## config.mk

```make
export PLATFORM = sky130hd
export DESIGN_NAME = contiguous_block_allocator_top
export DESIGN_NICKNAME = d
export VERILOG_FILES = /design/src/rtl/cba_pkg.sv /design/src/rtl/cba_datapath.sv /design/src/rtl/cba_ctrl.sv /design/src/rtl/contiguous_block_allocator_top.sv
export SDC_FILE = /design/constraint.sdc
export NUM_CORES = 1
export LEC_CHECK = 0
export CORE_AREA = 2 2 134 136
export DETAILED_ROUTE_END_ITERATION = 8
export DIE_AREA = 0 0 136 138
export DONT_BUFFER_PORTS = 1
export PLACE_DENSITY = 0.76
export RECOVER_POWER = 100
export SKIP_CTS_REPAIR_TIMING = 1
export SLEW_MARGIN = 20
export SYNTH_ARGS = -nofsm -noshare
export SYNTH_HDL_FRONTEND = slang
export SYNTH_SLANG_ARGS = --single-unit
```

## constraint.sdc

```tcl
create_clock -name i_clk -period 7 [get_ports i_clk]
set_input_delay 0.7 -clock i_clk [delete_from_list [all_inputs] [get_ports i_clk]]
set_output_delay 0.7 -clock i_clk [all_outputs]
set_load 0.05 [all_outputs]
```

## src/rtl/cba_pkg.sv

```systemverilog
`default_nettype none
package cba_pkg;

    // Disk geometry and derived widths
    localparam int DISK_BLOCKS = 128;
    localparam int IDX_W       = $clog2(DISK_BLOCKS);
    localparam int CNT_W       = $clog2(DISK_BLOCKS + 1);

    // Request and result field widths
    localparam int OP_W     = 2;
    localparam int COUNT_W  = 8;
    localparam int START_W  = 7;
    localparam int STATUS_W = 2;
    localparam int FIRST_W  = 7;
    localparam int DONE_W   = 8;

    // Stream widths
    localparam int S_TDATA_W = 16;
    localparam int S_TUSER_W = OP_W;
    localparam int M_TDATA_W = 24;
    localparam int M_PAD_W   = M_TDATA_W - (STATUS_W + FIRST_W + DONE_W);

    typedef enum logic [OP_W-1:0] {
        OP_CONTIG  = 2'd0,
        OP_SCATTER = 2'd1,
        OP_FREE    = 2'd2,
        OP_COMPACT = 2'd3
    } t_op;

    typedef enum logic [STATUS_W-1:0] {
        ST_OK       = 2'd0,
        ST_FULL     = 2'd1,
        ST_BADCOUNT = 2'd2
    } t_status;

    // Controller to datapath
    typedef struct packed {
        logic clear;
        logic load;
        logic check;
        logic scan;
        logic write;
    } t_dp_cmd;

    // Datapath to controller
    typedef struct packed {
        logic clear_last;
        logic bad;
        logic is_free;
        logic range_empty;
        logic scan_go;
        logic scan_stop;
        logic write_last;
    } t_dp_stat;

endpackage
`default_nettype wire

```

## src/rtl/cba_datapath.sv

```systemverilog
`default_nettype none
module cba_datapath (
    input  wire logic                        i_clk,
    input  wire logic                        i_rst_n,
    input  wire cba_pkg::t_dp_cmd            i_cmd,
    input  wire cba_pkg::t_op                i_op,
    input  wire logic [cba_pkg::COUNT_W-1:0] i_count,
    input  wire logic [cba_pkg::START_W-1:0] i_start_req,
    output cba_pkg::t_dp_stat                o_stat,
    output cba_pkg::t_status                 o_status,
    output logic [cba_pkg::FIRST_W-1:0]      o_first_blk,
    output logic [cba_pkg::DONE_W-1:0]       o_blocks_done
);
    import cba_pkg::*;

    logic r_map [DISK_BLOCKS];
    logic r_bit;

    t_op                r_op;
    logic [COUNT_W-1:0] r_cnt;
    logic [START_W-1:0] r_start;
    logic [IDX_W-1:0]   r_idx;
    logic [IDX_W-1:0]   n_idx;
    logic [CNT_W-1:0]   r_run;
    logic [IDX_W-1:0]   r_run_start;
    logic [CNT_W-1:0]   r_tally;
    logic [CNT_W-1:0]   r_wr_left;
    t_status            r_status;
    logic [FIRST_W-1:0] r_first;
    logic [DONE_W-1:0]  r_done;

    logic             w_bit;
    logic             w_last;
    logic [CNT_W-1:0] w_cnt;
    logic [CNT_W-1:0] w_run_nx;
    logic [IDX_W-1:0] w_run_start_eff;
    logic             w_hit;
    logic [CNT_W-1:0] w_tally_nx;
    logic             w_enough;
    logic             w_scan_go;
    logic             w_bad;
    logic             w_range_empty;
    logic [CNT_W-1:0] w_avail;
    logic [CNT_W-1:0] w_free_n;
    logic             w_take;

    always_comb begin
        // Registered read, addressed ahead with the next index
        w_bit           = r_bit;
        w_last          = (r_idx == IDX_W'(DISK_BLOCKS - 1));
        w_cnt           = CNT_W'(r_cnt);
        w_run_nx        = r_run + CNT_W'(1);
        w_run_start_eff = (r_run == '0) ? r_idx : r_run_start;
        w_hit           = (r_op == OP_CONTIG) && !w_bit && (w_run_nx == w_cnt);
        // Count occupied blocks for compaction, free blocks otherwise
        w_tally_nx      = r_tally + CNT_W'((r_op == OP_COMPACT) ? w_bit : !w_bit);
        w_enough        = (w_tally_nx >= w_cnt);
        w_scan_go       = w_hit || (w_last && (((r_op == OP_SCATTER) && w_enough)
                                               || (r_op == OP_COMPACT)));
        w_bad           = (r_op != OP_COMPACT)
                          && ((r_cnt == '0) || (32'(r_cnt) > DISK_BLOCKS));
        w_range_empty   = (32'(r_start) >= DISK_BLOCKS);
        w_avail         = CNT_W'(DISK_BLOCKS - 32'(r_start));
        w_free_n        = (w_cnt < w_avail) ? w_cnt : w_avail;
        // A scattered write lands only on free blocks
        w_take          = (r_op != OP_SCATTER) || !w_bit;

        n_idx = r_idx;
        if (i_cmd.clear || i_cmd.write) begin
            n_idx = r_idx + IDX_W'(1);
        end else if (i_cmd.check) begin
            n_idx = (!w_bad && (r_op == OP_FREE)) ? IDX_W'(r_start) : '0;
        end else if (i_cmd.scan) begin
            if (w_hit) begin
                // Rewind to the run and mark it
                n_idx = w_run_start_eff;
            end else if (w_last) begin
                n_idx = '0;
            end else begin
                n_idx = r_idx + IDX_W'(1);
            end
        end
    end

    assign o_stat.clear_last  = w_last;
    assign o_stat.bad         = w_bad;
    assign o_stat.is_free     = (r_op == OP_FREE);
    assign o_stat.range_empty = w_range_empty;
    assign o_stat.scan_go     = w_scan_go;
    assign o_stat.scan_stop   = w_last && !w_scan_go;
    assign o_stat.write_last  = (r_wr_left == CNT_W'(1)) && w_take;

    assign o_status      = r_status;
    assign o_first_blk   = r_first;
    assign o_blocks_done = r_done;

    // Occupancy bitmap: one write and one registered read per cycle
    always_ff @(posedge i_clk) begin
        if (i_cmd.clear) begin
            r_map[r_idx] <= 1'b0;
        end else if (i_cmd.write) begin
            unique case (r_op)
                OP_CONTIG:  r_map[r_idx] <= 1'b1;
                OP_SCATTER: r_map[r_idx] <= 1'b1;
                OP_FREE:    r_map[r_idx] <= 1'b0;
                OP_COMPACT: r_map[r_idx] <= (CNT_W'(r_idx) < r_tally);
                default:    r_map[r_idx] <= w_bit;
            endcase
        end
        r_bit <= r_map[n_idx];
    end

    always_ff @(posedge i_clk) begin
        if (!i_rst_n) begin
            r_idx <= '0;
        end else begin
            r_idx <= n_idx;
        end
    end

    always_ff @(posedge i_clk) begin
        if (i_cmd.load) begin
            r_op    <= i_op;
            r_cnt   <= i_count;
            r_start <= i_start_req;
        end

        if (i_cmd.check) begin
            r_run   <= '0;
            r_tally <= '0;
            if (w_bad) begin
                r_status <= ST_BADCOUNT;
                r_first  <= '0;
                r_done   <= '0;
            end else if (r_op == OP_FREE) begin
                r_wr_left <= w_free_n;
                r_status  <= ST_OK;
                r_first   <= '0;
                r_done    <= w_range_empty ? '0 : DONE_W'(w_free_n);
            end
        end

        if (i_cmd.scan) begin
            r_tally     <= w_tally_nx;
            r_run       <= w_bit ? '0 : w_run_nx;
            r_run_start <= w_run_start_eff;
            if (w_hit) begin
                r_wr_left <= w_cnt;
                r_status  <= ST_OK;
                r_first   <= FIRST_W'(w_run_start_eff);
                r_done    <= DONE_W'(w_cnt);
            end else if (w_last) begin
                r_first <= '0;
                if (r_op == OP_COMPACT) begin
                    r_wr_left <= CNT_W'(DISK_BLOCKS);
                    r_status  <= ST_OK;
                    r_done    <= DONE_W'(w_tally_nx);
                end else if ((r_op == OP_SCATTER) && w_enough) begin
                    r_wr_left <= w_cnt;
                    r_status  <= ST_OK;
                    r_done    <= DONE_W'(w_cnt);
                end else begin
                    r_status <= ST_FULL;
                    r_done   <= '0;
                end
            end
        end

        if (i_cmd.write) begin
            if (w_take) begin
                r_wr_left <= r_wr_left - CNT_W'(1);
            end
            // First free block taken by a scattered allocation
            if ((r_op == OP_SCATTER) && !w_bit && (r_wr_left == w_cnt)) begin
                r_first <= FIRST_W'(r_idx);
            end
        end
    end

endmodule
`default_nettype wire

```

## src/rtl/cba_ctrl.sv

```systemverilog
`default_nettype none
module cba_ctrl (
    input  wire logic              i_clk,
    input  wire logic              i_rst_n,
    input  wire logic              i_s_valid,
    output logic                   o_s_ready,
    output logic                   o_m_valid,
    input  wire logic              i_m_ready,
    input  wire cba_pkg::t_dp_stat i_stat,
    output cba_pkg::t_dp_cmd       o_cmd
);
    import cba_pkg::*;

    typedef enum logic [5:0] {
        S_IDLE  = 6'b000001,
        S_CHECK = 6'b000010,
        S_SCAN  = 6'b000100,
        S_WRITE = 6'b001000,
        S_DONE  = 6'b010000,
        S_CLEAR = 6'b100000
    } t_state;

    t_state r_state;
    t_state n_state;

    always_comb begin
        n_state     = r_state;
        o_cmd       = '0;
        o_s_ready   = 1'b0;
        o_m_valid   = 1'b0;
        unique case (r_state)
            S_CLEAR: begin
                // Wipe the bitmap one block per cycle
                o_cmd.clear = 1'b1;
                if (i_stat.clear_last) begin
                    n_state = S_IDLE;
                end
            end
            S_IDLE: begin
                o_s_ready = 1'b1;
                if (i_s_valid) begin
                    o_cmd.load = 1'b1;
                    n_state    = S_CHECK;
                end
            end
            S_CHECK: begin
                o_cmd.check = 1'b1;
                if (i_stat.bad) begin
                    n_state = S_DONE;
                end else if (i_stat.is_free) begin
                    n_state = i_stat.range_empty ? S_DONE : S_WRITE;
                end else begin
                    n_state = S_SCAN;
                end
            end
            S_SCAN: begin
                o_cmd.scan = 1'b1;
                if (i_stat.scan_go) begin
                    n_state = S_WRITE;
                end else if (i_stat.scan_stop) begin
                    n_state = S_DONE;
                end
            end
            S_WRITE: begin
                o_cmd.write = 1'b1;
                if (i_stat.write_last) begin
                    n_state = S_DONE;
                end
            end
            S_DONE: begin
                o_m_valid = 1'b1;
                if (i_m_ready) begin
                    n_state = S_IDLE;
                end
            end
            default: n_state = S_IDLE;
        endcase
    end

    always_ff @(posedge i_clk) begin
        if (!i_rst_n) begin
            r_state <= S_CLEAR;
        end else begin
            r_state <= n_state;
        end
    end

endmodule
`default_nettype wire

```

## src/rtl/contiguous_block_allocator_top.sv

```systemverilog
// Channel   Direction  Handshake               Payload
// request   in         i_s_tvalid/o_s_tready   i_s_tuser = op, i_s_tdata = count, start_req
// result    out        o_m_tvalid/i_m_tready   o_m_tdata = status, first_blk, blocks_done
//
// One request is in flight at a time. A request is accepted, then checked, then
// the bitmap is scanned over up to DISK_BLOCKS blocks (one block per cycle
// through a single registered read port), then a write pass marks or clears up
// to DISK_BLOCKS blocks. A free skips the scan; a bad count skips both scan and
// write pass. After reset the bitmap is cleared one block per cycle, with
// o_s_tready low. The result holds in its register until taken; a stalled
// result blocks new requests.
`default_nettype none
module contiguous_block_allocator_top (
    input  wire logic                          i_clk,
    input  wire logic                          i_rst_n,
    input  wire logic                          i_s_tvalid,
    output logic                               o_s_tready,
    // [7:0] count, [14:8] start_req, [15] zero
    input  wire logic [cba_pkg::S_TDATA_W-1:0] i_s_tdata,
    // [1:0] op
    input  wire logic [cba_pkg::S_TUSER_W-1:0] i_s_tuser,
    output logic                               o_m_tvalid,
    input  wire logic                          i_m_tready,
    // [1:0] status, [8:2] first_blk, [16:9] blocks_done, [23:17] zero
    output logic [cba_pkg::M_TDATA_W-1:0]      o_m_tdata
);
    import cba_pkg::*;

    t_dp_cmd            w_cmd;
    t_dp_stat           w_stat;
    t_status            w_status;
    logic [FIRST_W-1:0] w_first_blk;
    logic [DONE_W-1:0]  w_blocks_done;

    // Sequencer: owns the handshakes and steps the datapath
    cba_ctrl u_ctrl (
        .i_clk     (i_clk),
        .i_rst_n   (i_rst_n),
        .i_s_valid (i_s_tvalid),
        .o_s_ready (o_s_tready),
        .o_m_valid (o_m_tvalid),
        .i_m_ready (i_m_tready),
        .i_stat    (w_stat),
        .o_cmd     (w_cmd)
    );

    // Bitmap, scan counters and result registers
    cba_datapath u_datapath (
        .i_clk         (i_clk),
        .i_rst_n       (i_rst_n),
        .i_cmd         (w_cmd),
        .i_op          (t_op'(i_s_tuser)),
        .i_count       (i_s_tdata[COUNT_W-1:0]),
        .i_start_req   (i_s_tdata[COUNT_W +: START_W]),
        .o_stat        (w_stat),
        .o_status      (w_status),
        .o_first_blk   (w_first_blk),
        .o_blocks_done (w_blocks_done)
    );

    // Pack the result, status in the low bits
    assign o_m_tdata = {{M_PAD_W{1'b0}}, w_blocks_done, w_first_blk, w_status};

endmodule
`default_nettype wire

```

==> run_results.csv, run 1 <==
group,metric,value,unit
status,status,"finished with violations",
status,violations,"max-capacitance violations, max-slew violations",
sta,setup_ws,1.50,ns
yosys,synth_most_common_cell,"nor2_1",
detailed_routing,viasPerCell,6.42,
global_route,grt_max_degree,85,
flow_run,maxCapViolations,1,
yosys,synthTopCellsByArea,"edfxtp_1 46%, dfxtp_1 7.2%, nor2_1 6.0%",
setup_path,path_cells,"nor3_1, nand3_1, clkbuf_1, inv_1, nor2_1, inv_1, a41o_1, a31oi_4, buf_4, a221oi_1, or3_1, nand3_1, a31o_1, nand4_1",
yosys,synth_edf_count,168,
clocking,insertion_delay,0.51,ns
floorplan,std_cell_rows,49,
yosys,synth_cells,1063,
clocking,clock-sinks,207,
yosys,yosys_warnings,0,
floorplan,initial_utilization,62.1,%
min_path,hp-class,"in2reg",
layout,syn2layout_area_growth,6.39,%
sta,fin_crit_sh,78.6,%
global_route,grt_pass1_vias,7812,
sta,tns,0,ns
sta,max_freq,182,MHz
detailed_routing,drtIter0Drc,917,
place,portBuffers,0,
detailed_routing,wirelength,26.2,mm
layout,fin_util,66.1,%
setup_path,cp_slowest_cell,"clkbuf_1",
layout,fin_nets,1090,
setup_path,critPathCaptureType,"register",
floorplan,io_pins,48,
detailed_routing,ant_nets,0,
yosys,avgSynthCellArea,10.2,um^2
detailed_routing,num_vias,8236,
global_route,overflow,0,
yosys,synthMuxAreaShare,4.62,%
detailed_routing,drt_first_pass_iters,5,
setup_path,criticalPathCategory,"reg2reg",
yosys,yosysUniqueCellTypes,75,
floorplan,die_w,136,um
layout,fill_cells,1415,
sta,report.final.slew_viol_count,46,
yosys,synth_compound_area_share,11.7,%
yosys,yosysTopAreaCell,"edfxtp_1",
power_and_ir_drop,leakagePower,4.17,nW
global_route,antenna_found_initial,0,
setup_path,critPathMaxFanout,37,
clocking,cts_htree_levels,1,
clocking,clkTransAtPathRegs,0.06,ns
place,dp_hpwl,17.0,mm
yosys,synth_fa_ha_area_share,3.45,%
sta,rsz0062_at_grt,"false",
yosys,synth_top_family_by_area,"simple AND/OR/NAND/NOR gates",
yosys,ys_ff_latch,207,
yosys,postSynth.asyncResetShare,0,%
sta,setup_viol,0,
yosys,synth_commonest_cells,"175 x nor2_1, 168 x edfxtp_1, 121 x nand2_1, 47 x nand3_1",
detailed_routing,drc_errors,0,
setup_path,crit_family,"buffers and inverters",
setup_path,rrSetupSlack,1.50,ns
yosys,synth-simple-area-share,19.4,%
setup_path,crit_required,7.39,ns
place,gp_congestion,0.914,
setup_path,start_kind,"register",
floorplan,core,17500,um^2
min_path,hold_start,"i_rst_n",
yosys,ys_seq_area_share,53.5,%
clocking,cts_root_buffer,"clkbuf_16",
floorplan,die_h,138,um
floorplan,die_area,18800,um^2
global_route,grt_first_pass_wirelength,41.4,mm
sta,slew_headroom,-84.0,%
sta,hold_violations,0,
yosys,syn_area,10900,um^2
detailed_routing,wl_per_cell,20.4,um
yosys,synth-main-ff-cell,"edfxtp_1",
sta,tightest_slew,2.76,ns
layout,drive_gt1_share,5.31,%
clocking,clock_path_buffers,3,
setup_path,critPathBufInv,4,
place,post-place-ws,2.43,ns
setup_path,crit_arrival,5.89,ns
yosys,synth-xor-area-share,2.97,%
setup_path,cp-startpoint,"u_ctrl.r_state[3]",
yosys,synth_top_area_share,46.3,%
power_and_ir_drop,power-per-cell-area,269,nW/um^2
setup_path,max_stage_delay,0.86,ns
power_and_ir_drop,vdd_ir_drop_max,0.201,mV
sta,period_needed,5.50,ns
clocking,tritoncts,"yes",
global_route,grt_use_total,28.2,%
clocking,numCtsBuffers,22,
layout,diodes,0,
sta,fin_skew,0.00736,ns
setup_path,reg2reg_from,"u_ctrl.r_state[3]",
[cell families after synthesis]
group / Yosys count
fa+ha+maj: 30
flops: 207
simple gates: 460
compound gates: 180
buf+inv: 102
other cells: 1
xor+xnor: 37
mux: 46
[power breakdown]
part | switching [mW] | leakage, nW | total [mW] | internal [mW]
Combinational | 0.436 | 1.92 | 0.639 | 0.203
Clock | 0.465 | 0.323 | 1.10 | 0.631
Sequential | 0.0460 | 1.94 | 1.38 | 1.34
[layout by cell type (no fill, tap or decap), drive strengths merged, types with 33 or more instances in the layout]
cell type    n
a21oi       38
clkbuf      33
dfxtp       39
edfxtp     168
inv         39
mux2i       36
nand2      121
nand3       47
nor2       176
o21ai       34
[metrics by stage]
step                power [mW]  std cells  cell area (um^2)  hold WS (ns)
floorplan                 1.90       1069             10900         0.498
global placement          2.03       1243             11000         0.539
detailed placement        2.04       1243             11000         0.540
CTS                       3.13       1283             11600         0.265
global route              3.24       1283             11600         0.263
finish                    3.12       1283             11600         0.279
[sequential cells by signal, indices dropped and copies added (netlist names)]
register,count
u_ctrl.r_state,6
u_datapath.o_blocks_done,8
u_datapath.o_first_blk,7
u_datapath.o_status,2
u_datapath.r_bit,1
u_datapath.r_cnt,8
u_datapath.r_idx,7
u_datapath.r_map,128
u_datapath.r_op,2
u_datapath.r_run,8
u_datapath.r_run_start,7
u_datapath.r_start,7
u_datapath.r_tally,8
u_datapath.r_wr_left,8
[cell type report]
type	instances	area [um^2]	share of cell area, %
sequential	207	5830	50.3
multi-input combinational	760	4600	39.7
clock buffer	32	598	5.16
tap	229	287	2.47
inverter	39	146	1.26
clock inverter	8	75.1	0.648
timing repair buffer	8	56.3	0.486
[worst paths after layout]
check | to | cells past startpoint
worst min register to register | u_datapath.r_wr_left[0] | 1
worst min-delay path | u_ctrl.r_state[5] | 1
worst max-delay path | u_datapath.r_bit | 14
worst max register to register | u_datapath.r_bit | 14
[routing by layer]
layer	track usage, %	up-vias	part of all wire, %
met5	0	-	0
met4	8.39	0	1.9
met3	5.39	52	11
met2	42.5	424	45
met1	41.7	3973	42
li1	-	3787	-
(Power assumes the default switching activity.)
==> run 2, diff against run 1 <==
Settings changed: CORE_AREA 2 2 134 136 to 2 2 141 143, DIE_AREA 0 0 136 138 to 0 0 143 145, PLACE_DENSITY 0.76 to 0.72.
Clock period 7 ns to 4.92 ns, I/O delays scaled along.
==> run_results.csv, run 2 (synthesized netlist as in run 1, its figures left out) <==
group,metric,value,unit
status,status,"finished with violations",
status,violations,"max-capacitance violations, max-slew violations",
sta,setup_viol,0,
floorplan,core,19200,um^2
layout,fin_nets,1106,
min_path,hp-class,"in2reg",
clocking,insertion_delay,0.52,ns
detailed_routing,num_vias,8168,
global_route,overflow,0,
setup_path,timing.rr.end,"u_datapath.r_bit",
sta,setup_ws,0.516,ns
sta,slew_headroom,-34.6,%
clocking,clock_path_buffers,3,
place,dp_hpwl,17.6,mm
sta,max_freq,227,MHz
detailed_routing,ant_nets,0,
detailed_routing,wl_per_cell,19.7,um
min_path,min_path_cells,1,
clocking,cts_htree_levels,1,
clocking,tritoncts,"yes",
layout,largest_register_ffs,128,
sta,tightest_slew,2.02,ns
setup_path,reg2reg_from,"u_ctrl.r_state[3]",
clocking,clkTransAtPathRegs,0.06,ns
power_and_ir_drop,leakagePower,4.25,nW
place,gp_congestion,0.907,
detailed_routing,wirelength,26.3,mm
setup_path,crit_arrival,4.86,ns
place,post-place-ws,0.904,ns
sta,fin_skew,0.0162,ns
floorplan,std_cell_rows,51,
layout,largest_register,"u_datapath.r_map",
layout,drive_gt1_share,6.64,%
power_and_ir_drop,power-per-cell-area,381,nW/um^2
sta,period_needed,4.40,ns
sta,fin_crit_sh,89.5,%
place,portBuffers,0,
power_and_ir_drop,vdd_ir_drop_max,0.261,mV
min_path,worstHoldEndpoint,"u_ctrl.r_state[5]",
flow_run,maxCapViolations,1,
floorplan,die_w,143,um
layout,diodes,0,
layout,final_common_cell,"nor2_1",
global_route,grt_max_degree,48,
clocking,numCtsBuffers,22,
setup_path,ff2ff_path_depth,13,
global_route,grt_pass1_vias,7778,
min_path,hold_start,"i_rst_n",
setup_path,critPathCaptureType,"register",
sta,rsz0062_at_grt,"false",
setup_path,criticalPathCategory,"reg2reg",
layout,final_cell_mix,"175 x nor2_1, 168 x edfxtp_1, 121 x nand2_1, 47 x nand3_1",
setup_path,crit_required,5.38,ns
detailed_routing,viasPerCell,6.12,
setup_path,start_kind,"register",
global_route,antenna_found_initial,0,
floorplan,io_pins,48,
floorplan,die_h,145,um
setup_path,rrSetupSlack,0.52,ns
clocking,cts_root_buffer,"clkbuf_16",
clocking,clock-sinks,207,
global_route,grt_first_pass_wirelength,41.8,mm
power_and_ir_drop,power,4.50,mW
layout,fill_cells,1619,
setup_path,critPathMaxFanout,20,
sta,report.final.slew_viol_count,26,
detailed_routing,drtIter0Drc,726,
detailed_routing,drc_errors,0,
sta,hold_violations,0,
floorplan,die_area,20700,um^2
layout,syn2layout_area_growth,8.25,%
sta,tns,0,ns
floorplan,initial_utilization,56.7,%
detailed_routing,drt_first_pass_iters,5,
global_route,grt_use_total,25.6,%
sta,whs,0.0723,ns
## run 2: changes by cell type in the layout (fill, tap and decap cells not counted), sizes merged
| cell | previous run | this run |
|---|---|---|
| buf | 7 | 18 |
| bufinv | 1 | 2 |
| clkbuf | 33 | 31 |
| clkinv | 6 | 11 |
## run 2: worst max-delay path, stage by stage, from the launching register on
cell      delay (ns)
dfxtp_1         0.36
or4_1           0.57
nor3b_1         0.48
nor2_1          0.26
a221oi_2        0.37
inv_1           0.13
o21ai_0         0.82
buf_4           0.40
a21oi_1         0.10
a221o_1         0.35
nand3_1         0.09
nand3_1         0.12
a31o_1          0.25
nand4_1         0.06
## run 2: worst max path at each step
stage / cells past startpoint / endpoint / start
2_1_floorplan: 11 / u_datapath.r_map[0] / u_datapath.r_tally[1]
3_3_place_gp: 16 / u_datapath.r_wr_left[5] / u_datapath.r_op[0]
3_5_place_dp: 16 / u_datapath.r_wr_left[5] / u_datapath.r_op[0]
5_1_grt: 13 / u_datapath.r_bit / u_ctrl.r_state[3]
4_1_cts: 16 / u_datapath.r_wr_left[5] / u_datapath.r_op[0]
6_report: 13 / u_datapath.r_bit / u_ctrl.r_state[3]
## run 2: layout make-up
type,count,area [um^2],area share [%]
Inverter,39,146,1.24
Timing Repair Buffer,24,171,1.45
Clock inverter,14,126,1.07
Tap cell,265,332,2.81
Clock buffer,25,562,4.76
Multi-Input combinational cell,760,4630,39.3
Sequential cell,207,5830,49.4
## run 2: report_power, final
part           switching [mW]  internal, mW  total, mW
Clock                   0.676         0.923       1.60
Combinational           0.629         0.307      0.936
Sequential             0.0597          1.90       1.96
Total                    1.36          3.13       4.50
## run 2: layer usage
layer,track usage [%],vias to the layer above,routed length [um]
met1,37.4,3901,11300
li1,-,3814,-
met5,0,-,0
met3,4.32,63,2530
met2,39.2,390,11600
met4,7.72,0,839
## run 2: stage by stage
step | utilization (%) | instances | instance area, um^2
floorplan | - | 1069 | 10900
detailed placement | 58.0 | 1295 | 11100
finish | 61.4 | 1334 | 11800
CTS | 61.6 | 1334 | 11800
global route | 61.4 | 1334 | 11800
global placement | 58.0 | 1295 | 11100
==> run 3, diff against run 2 <==
Settings changed: PLACE_DENSITY 0.72 to 0.77.
==> run_results.csv, run 3 (synthesized netlist as in run 1, its figures left out) <==
group,metric,value,unit
status,status,"finished with violations",
status,violations,"max-capacitance violations, max-slew violations",
clocking,insertion_delay,0.52,ns
global_route,grt_use_total,25.6,%
layout,diodes,0,
clocking,cts_htree_levels,1,
global_route,antenna_found_initial,0,
sta,tns,0,ns
place,portBuffers,0,
setup_path,path_cells,"ha_1, and3_1, mux2_1, nor4_1, nand4_4, nor2_1, nand2_1, o221ai_1, buf_4, mux4_2, a22oi_1, o311ai_1, nand4_1",
place,dp_hpwl,17.4,mm
place,gp_congestion,0.927,
power_and_ir_drop,vdd_ir_drop_max,0.335,mV
setup_path,max_stage_delay,0.75,ns
setup_path,criticalPathCategory,"reg2reg",
layout,largest_register_ffs,128,
detailed_routing,viasPerCell,6.20,
detailed_routing,wl_per_cell,20.1,um
min_path,hp-class,"in2reg",
floorplan,die_h,145,um
detailed_routing,drt_first_pass_iters,6,
global_route,overflow,0,
floorplan,io_pins,48,
floorplan,die_w,143,um
min_path,min_path_cells,1,
floorplan,initial_utilization,56.7,%
layout,final_cell_mix,"176 x nor2_1, 168 x edfxtp_1, 121 x nand2_1, 47 x nand3_1",
layout,fill_cells,1539,
setup_path,critPathMaxFanout,19,
clocking,tritoncts,"yes",
sta,period_needed,4.47,ns
sta,setup_viol,0,
layout,syn2layout_area_growth,8.50,%
global_route,grt_first_pass_wirelength,41.6,mm
global_route,grt_pass1_vias,7783,
clocking,clock-sinks,207,
clocking,clkTransAtPathRegs,0.06,ns
detailed_routing,num_vias,8251,
setup_path,crit_arrival,4.92,ns
detailed_routing,wirelength,26.8,mm
setup_path,start_kind,"register",
min_path,hold_start,"i_rst_n",
sta,slew_headroom,-26.9,%
sta,report.final.slew_viol_count,129,
sta,whs,0.0634,ns
setup_path,cp-startpoint,"u_datapath.r_run[0]",
sta,fin_crit_sh,90.8,%
layout,finalInstanceArea,11800,um^2
layout,largest_register,"u_datapath.r_map",
place,dpl_cell_area,11100,um^2
setup_path,reg2reg_from,"u_datapath.r_run[0]",
setup_path,ff2ff_path_depth,13,
setup_path,crit_required,5.38,ns
sta,rsz0062_at_grt,"false",
power_and_ir_drop,power,4.68,mW
layout,fin_nets,1100,
power_and_ir_drop,power-per-cell-area,396,nW/um^2
floorplan,core,19200,um^2
sta,max_freq,224,MHz
clocking,cts_root_buffer,"clkbuf_16",
layout,drive_gt1_share,6.38,%
global_route,grt_max_degree,129,
sta,tightest_slew,1.90,ns
floorplan,std_cell_rows,51,
detailed_routing,ant_nets,0,
sta,fin_skew,0.0188,ns
detailed_routing,drtIter0Drc,836,
sta,hold_violations,0,
setup_path,cp_slowest_cell,"nor2_1",
clocking,numCtsBuffers,23,
detailed_routing,drc_errors,0,
floorplan,die_area,20700,um^2
power_and_ir_drop,leakagePower,4.27,nW
setup_path,critPathCaptureType,"register",
clocking,clock_path_buffers,3,
layout,final_common_cell,"nor2_1",
flow_run,maxCapViolations,1,
==> run 3: cell types whose count changed in the layout (fill, tap and decap cells not counted), moves of 2 or more <==
cell	delta
and2_0	-3
and2_1	+3
buf_4	-4
bufinv_16	+2
clkbuf_1	+3
clkinv_1	-4
clkinv_2	-2
==> run 3: area by class of cell <==
| type | count | area (um^2) | area share, % |
|---|---|---|---|
| clock buffer | 31 | 606 | 5.12 |
| clock inverter | 11 | 174 | 1.47 |
| inverter | 39 | 146 | 1.24 |
| multi-input combinational | 760 | 4620 | 39.1 |
| sequential | 207 | 5830 | 49.3 |
| tap | 265 | 332 | 2.81 |
| timing repair buffer | 17 | 114 | 0.963 |
==> run 3: per-stage QoR <==
step                std cells  utilization [%]  setup slack [ns]
finish                   1330             61.5             0.453
global route             1330             61.5             0.285
CTS                      1330             61.8             0.686
detailed placement       1288             57.7             0.718
global placement         1288             57.7             0.772
floorplan                1069                -             0.777
==> run 3: worst paths after layout <==
kind / endpoint / slack [ns]
worst min-delay path: u_ctrl.r_state[5] / 0.06
worst max-delay path: u_datapath.r_bit / 0.45
worst max register to register: u_datapath.r_bit / 0.45
worst min register to register: u_datapath.r_wr_left[0] / 0.57
==> run 3: where the power goes <==
part	internal [mW]	leakage [nW]	switching [mW]	total [mW]
combinational	0.305	1.95	0.626	0.931
sequential	1.90	1.94	0.0648	1.97
clock	1.08	0.375	0.696	1.78
==> run 3: worst max-delay path, delay by kind of cell (launching register included) <==
kind                     cells  cell delay [ns]
adder cells (fa/ha/maj)      1             0.26
multiplexers                 2             0.70
AND/OR/NAND/NOR              6             2.15
buffers and inverters        1             0.30
flip-flops                   1             0.47
AO/OA/AOI/OAI                3             0.53
==> run 3: layer usage <==
metal	vias to the layer above	GRT usage, %	wire length (um)
li1	3788	-	-
met1	3994	35.2	10800
met2	404	40.6	12600
met3	65	5.97	2630
met4	0	7.57	778
met5	-	0	0
